File: config.mk
export PLATFORM = sky130hd
export DESIGN_NAME = pdr_ctrl
export DESIGN_NICKNAME = d
export VERILOG_FILES = /design/src/design/pdr_pkg.sv /design/src/design/pdr_ctrl.sv
export SDC_FILE = /design/constraint.sdc
export NUM_CORES = 1
export LEC_CHECK = 0
export ABC_AREA = 1
export BUFFER_PORTS_ARGS = -buffer_cell sky130_fd_sc_hd__clkbuf_2
export CAP_MARGIN = 20
export CORE_AREA = 4 4 41 43
export DETAILED_ROUTE_END_ITERATION = 8
export DIE_AREA = 0 0 45 47
export SYNTH_ARGS = -nofsm -noshare
export SYNTH_HDL_FRONTEND = slang
export SYNTH_SLANG_ARGS = --single-unit
File: constraint.sdc
create_clock -name clk -period 2.32 [get_ports clk]
set_input_delay 0.348 -clock clk [delete_from_list [all_inputs] [get_ports clk]]
set_output_delay 0.348 -clock clk [all_outputs]
set_load 0.01 [all_outputs]
File: src/design/pdr_pkg.sv
package pdr_pkg;

    localparam int unsigned SPEED_W   = 16;
    localparam int unsigned RATE_W    = 16;
    localparam int unsigned DT_W      = 16;
    localparam int unsigned POS_W     = 32;
    localparam int unsigned ANGLE_W   = 16;
    localparam int unsigned TRIG_W    = 16;
    localparam int unsigned MAG_W     = 15;
    localparam int unsigned OPA_W     = 33;
    localparam int unsigned OPB_W     = 32;
    localparam int unsigned PROD_W    = 64;
    localparam int unsigned IN_DATA_W  = 48;
    localparam int unsigned OUT_DATA_W = 80;
    localparam int unsigned MAX_TABLE_BITS = 14;

    localparam logic [ANGLE_W-1:0] QUARTER_TURN = 16'd16384;
    localparam logic signed [OPB_W-1:0] BAM_PER_RAD = 32'sd683565276;
    localparam int unsigned POS_SHIFT  = 25;
    localparam int unsigned HEAD_SHIFT = 44;
    localparam logic [63:0] HALF_PI_Q30 = 64'd1686629713;
    localparam logic [63:0] TRIG_ONE    = 64'd32767;

    typedef enum logic [2:0] {
        ST_IDLE,
        ST_SD,
        ST_RD,
        ST_MX,
        ST_MY,
        ST_MH,
        ST_RH,
        ST_DONE
    } state_t;

    typedef enum logic [2:0] {
        MUL_SPEED_DT,
        MUL_RATE_DT,
        MUL_SD_COS,
        MUL_SD_SIN,
        MUL_RD_BAM
    } mul_sel_t;

    typedef struct packed {
        logic     load_in;
        mul_sel_t mul_sel;
        logic     rom_sin;
        logic     load_cos;
        logic     load_sin;
        logic     load_sd;
        logic     load_rd;
        logic     load_step;
        logic     round_head;
        logic     acc_x;
        logic     acc_y;
        logic     acc_h;
    } ctrl_t;

    // quarter-wave entry k, Q30 taylor series to x^11, scaled to 32767
    function automatic logic [MAG_W-1:0] rom_entry(input int unsigned k,
                                                   input int unsigned tb);
        logic [63:0]        x;
        logic [63:0]        x2;
        logic [63:0]        t;
        logic signed [63:0] s;
        logic [63:0]        r;
        x  = (HALF_PI_Q30 * 64'(k)) >> tb;
        x2 = (x * x) >> 30;
        s  = $signed(x);
        t  = ((x * x2) >> 30) / 64'd6;
        s  = s - $signed(t);
        t  = ((t * x2) >> 30) / 64'd20;
        s  = s + $signed(t);
        t  = ((t * x2) >> 30) / 64'd42;
        s  = s - $signed(t);
        t  = ((t * x2) >> 30) / 64'd72;
        s  = s + $signed(t);
        t  = ((t * x2) >> 30) / 64'd110;
        s  = s - $signed(t);
        if (s < 0)
        begin
            s = 64'sd0;
        end
        r = ($unsigned(s) * TRIG_ONE + (64'd1 << 29)) >> 30;
        if (r > TRIG_ONE)
        begin
            r = TRIG_ONE;
        end
        return r[MAG_W-1:0];
    endfunction

endpackage

File: src/design/pdr_ctrl.sv
module pdr_ctrl
    import pdr_pkg::*;
(
    input  logic  clk,
    input  logic  rst_n,
    input  logic  in_valid,
    input  logic  out_free,
    output logic  ready,
    output logic  finish,
    output ctrl_t ctrl
);

    state_t state_reg;
    state_t state_next;

    always_ff @(posedge clk or negedge rst_n)
    begin
        if (!rst_n)
        begin
            state_reg <= ST_IDLE;
        end
        else
        begin
            state_reg <= state_next;
        end
    end

    always_comb
    begin
        state_next = state_reg;
        case (state_reg)
            ST_IDLE:
            begin
                if (in_valid)
                begin
                    state_next = ST_SD;
                end
            end
            ST_SD:   state_next = ST_RD;
            ST_RD:   state_next = ST_MX;
            ST_MX:   state_next = ST_MY;
            ST_MY:   state_next = ST_MH;
            ST_MH:   state_next = ST_RH;
            ST_RH:   state_next = ST_DONE;
            ST_DONE:
            begin
                if (out_free)
                begin
                    state_next = ST_IDLE;
                end
            end
            default: state_next = ST_IDLE;
        endcase
    end

    always_comb
    begin
        ready  = 1'b0;
        finish = 1'b0;
        ctrl   = '0;
        ctrl.mul_sel = MUL_SPEED_DT;
        case (state_reg)
            ST_IDLE:
            begin
                ready        = 1'b1;
                ctrl.load_in = in_valid;
            end
            ST_SD:
            begin
                ctrl.mul_sel  = MUL_SPEED_DT;
                ctrl.load_cos = 1'b1;
                ctrl.rom_sin  = 1'b1;
            end
            ST_RD:
            begin
                ctrl.mul_sel  = MUL_RATE_DT;
                ctrl.load_sin = 1'b1;
                ctrl.load_sd  = 1'b1;
            end
            ST_MX:
            begin
                ctrl.mul_sel = MUL_SD_COS;
                ctrl.load_rd = 1'b1;
            end
            ST_MY:
            begin
                ctrl.mul_sel   = MUL_SD_SIN;
                ctrl.load_step = 1'b1;
            end
            ST_MH:
            begin
                ctrl.mul_sel   = MUL_RD_BAM;
                ctrl.load_step = 1'b1;
                ctrl.acc_x     = 1'b1;
            end
            ST_RH:
            begin
                ctrl.load_step  = 1'b1;
                ctrl.round_head = 1'b1;
                ctrl.acc_y      = 1'b1;
            end
            ST_DONE:
            begin
                finish     = out_free;
                ctrl.acc_h = out_free;
            end
            default:
            begin
                ready = 1'b0;
            end
        endcase
    end

endmodule

==> impl_metrics.yaml <==
status:
  outcome: "complete, no violations"
floorplan:
  ios: 20
  start_util_pct: 25.8
  fp.coreArea_um2: 1300
  die-area_um2: 2120
  die_y_um: 47
  num_rows: 13
  die_w_um: 45
pwr:
  power_leakage_uw: 0.000304
  power.density_nw_per_um2: 1400
  ir_worst_vdd_mv: 0.510
route:
  vias: 367
  route.detailed.drc: 0
  wl_per_cell_um: 8.82
  antenna_left: 0
  first_pass_iters: 3
  drt_iter0_markers: 4
  viasPerCell: 4.22
  wl_um: 767
finish:
  drive_gt1_share_pct: 34.7
  layout.nets: 80
  area_delta_synth_final_pct: 32.1
  nFillCells: 161
  finalCoreUtilization_pct: 34.0
  diodes: 0
  largest_reg_flops: 3
sta:
  hold_viol_final: 0
  period_minus_slack_ns: 1.75
  finalSetupTns_ns: 0
  finalSetupViolCount: 0
  fin_skew_ns: 0.000907
  maxSlewHeadroom_pct: 78.1
  rsz0062_at_grt: "no"
  tightest_slew_ns: 0.328
  final.setup.worst_slack_ns: 0.568
  maxSlewViolCount: 0
  fin_worst_hold_slack_ns: 0.453
  period_share_pct: 75.5
  fmax_mhz: 571
worst_setup_path:
  cp.required_ns: 1.97
  start_kind: "flop"
  timing.rr.end: "state_reg[2]$_DFFE_PN0P_"
  worst-setup-path-type: "flop to output port"
  cp_top_family: "flip-flops"
  reg2reg_depth: 6
  cp_slowest_cell: "dfrtp_1"
  max_stage_delay_ns: 0.52
  crit_chain: "inv_2, ha_1, a21oi_1, clkbuf_2"
  cp_max_fo: 10
  timing.rr.start: "state_reg[1]$_DFFE_PN0P_"
  endpoint_kind: "output port"
  path_buf_inv: 2
  cp_data_arrival_time_ns: 1.40
  rrSetupSlack_ns: 0.96
global_route:
  grt_pass1_wl_um: 1280
  grtUsageTotal_pct: 8.14
  grt_pass1_vias: 314
  grt_max_degree: 11
  antenna_found_initial: 0
  grt-ovfl-total: 0
yosys:
  yosysWarnings: 0
  ys_ff_latch: 3
  netlist.top_cell.by_area: "dfrtp_1"
  syn_area_um2: 335
  yosys-top-cells-count: "nand2_1 (12), inv_1 (9), buf_4 (5), nand3_1 (5), nor2_1 (4)"
  synth_area_leaders: "dfrtp_1 (22%), nand2_1 (13%), buf_4 (11%), ha_1 (11%), inv_1 (10%)"
  yosysSeqAreaShare_pct: 22.4
  synth_nets: 61
  synth_top_area_share_pct: 22.4
  synth_cells: 54
  async_flop_share_pct: 100
  synth_edf_count: 0
  synth_cell_types: 16
  syn_avg_cell_area_um2: 6.21
  yosysMostFrequentCell: "nand2_1"
  synth_ff_type: "dfrtp_1"
cts:
  cts_sinks: 3
  cts_repair_resize_count: 0
  cts_hold_buf: 1
  clk_path_buf_depth: 2
  cts_tree: "done"
  cts_buffers: 3
  clock-root-buffer: "clkbuf_4"
  cts_setup_buffers: 0
  clk_pin_slew_ns: 0.04
  clk_latency_ns: 0.23
  htreeDepth: 1
min_path:
  hold_path.class: "input pin to async pin"
flow_run:
  max_cap_viol_count: 0
placement:
  place_worst_setup_slack_ns: 0.813
  dpl.hpwl_um: 640
  gp_congestion: 0.729
  port_buffers: 19
## how the worst max path moves through the flow
| stage | cells after the start | start | to |
|---|---|---|---|
| CTS | 4 | state_reg[1]$_DFFE_PN0P_ | ctrl[10] |
| global route | 4 | state_reg[1]$_DFFE_PN0P_ | ctrl[10] |
| floorplan | 4 | state_reg[1]$_DFFE_PN0P_ | ctrl[0] |
| global placement | 4 | state_reg[1]$_DFFE_PN0P_ | ctrl[11] |
| finish | 4 | state_reg[1]$_DFFE_PN0P_ | ctrl[10] |
| detailed placement | 4 | state_reg[1]$_DFFE_PN0P_ | ctrl[10] |
## cells by family after synthesis
family / synth area share [%]
AO/OA/AOI/OAI: 4.48
adder cells (fa/ha/maj): 11.2
buffers and inverters: 26.1
flip-flops: 22.4
AND/OR/NAND/NOR: 35.8
## placed cells by master, fill, tap and decap left out, types with 2 or more instances in the layout
cell type and n:
a21oi_1 2, clkbuf_2 19, clkbuf_4 3, dfrtp_1 3
ha_1 3, inv_1 9, inv_2 2, nand2_1 12
nand3_1 5, nor2_1 4, nor3_1 3
## cell type report
cell class                      count  area, um^2  share of cell area [%]
Multi-Input combinational cell     33         173                    39.0
Timing Repair Buffer               20         105                    23.7
Sequential cell                     3        75.1                    16.9
Inverter                           12        45.0                    10.2
Clock buffer                        4        26.3                    5.93
Tap cell                           15        18.8                    4.24
## through the flow
stage / total power, uW / cells / area [um^2]
global route: 708 / 87 / 443
CTS: 635 / 87 / 443
detailed placement: 537 / 82 / 407
global placement: 528 / 82 / 407
finish: 621 / 87 / 443
floorplan: 429 / 54 / 335
## metal layers
layer | up-vias | track usage (%) | wire [um]
met4 | 0 | 3.51 | 0
li1 | 196 | - | -
met5 | - | 0 | 0
met1 | 158 | 11.8 | 341
met3 | 0 | 1.15 | 62
met2 | 13 | 11.9 | 363
## report_power, final
part | internal (uW) | switching (uW) | total, uW
Combinational | 152 | 247 | 398
Clock | 64.3 | 24.1 | 88.4
Sequential | 78.7 | 55.4 | 134
Total | 295 | 326 | 621
Note: power is estimated with default switching activity, not from simulation.
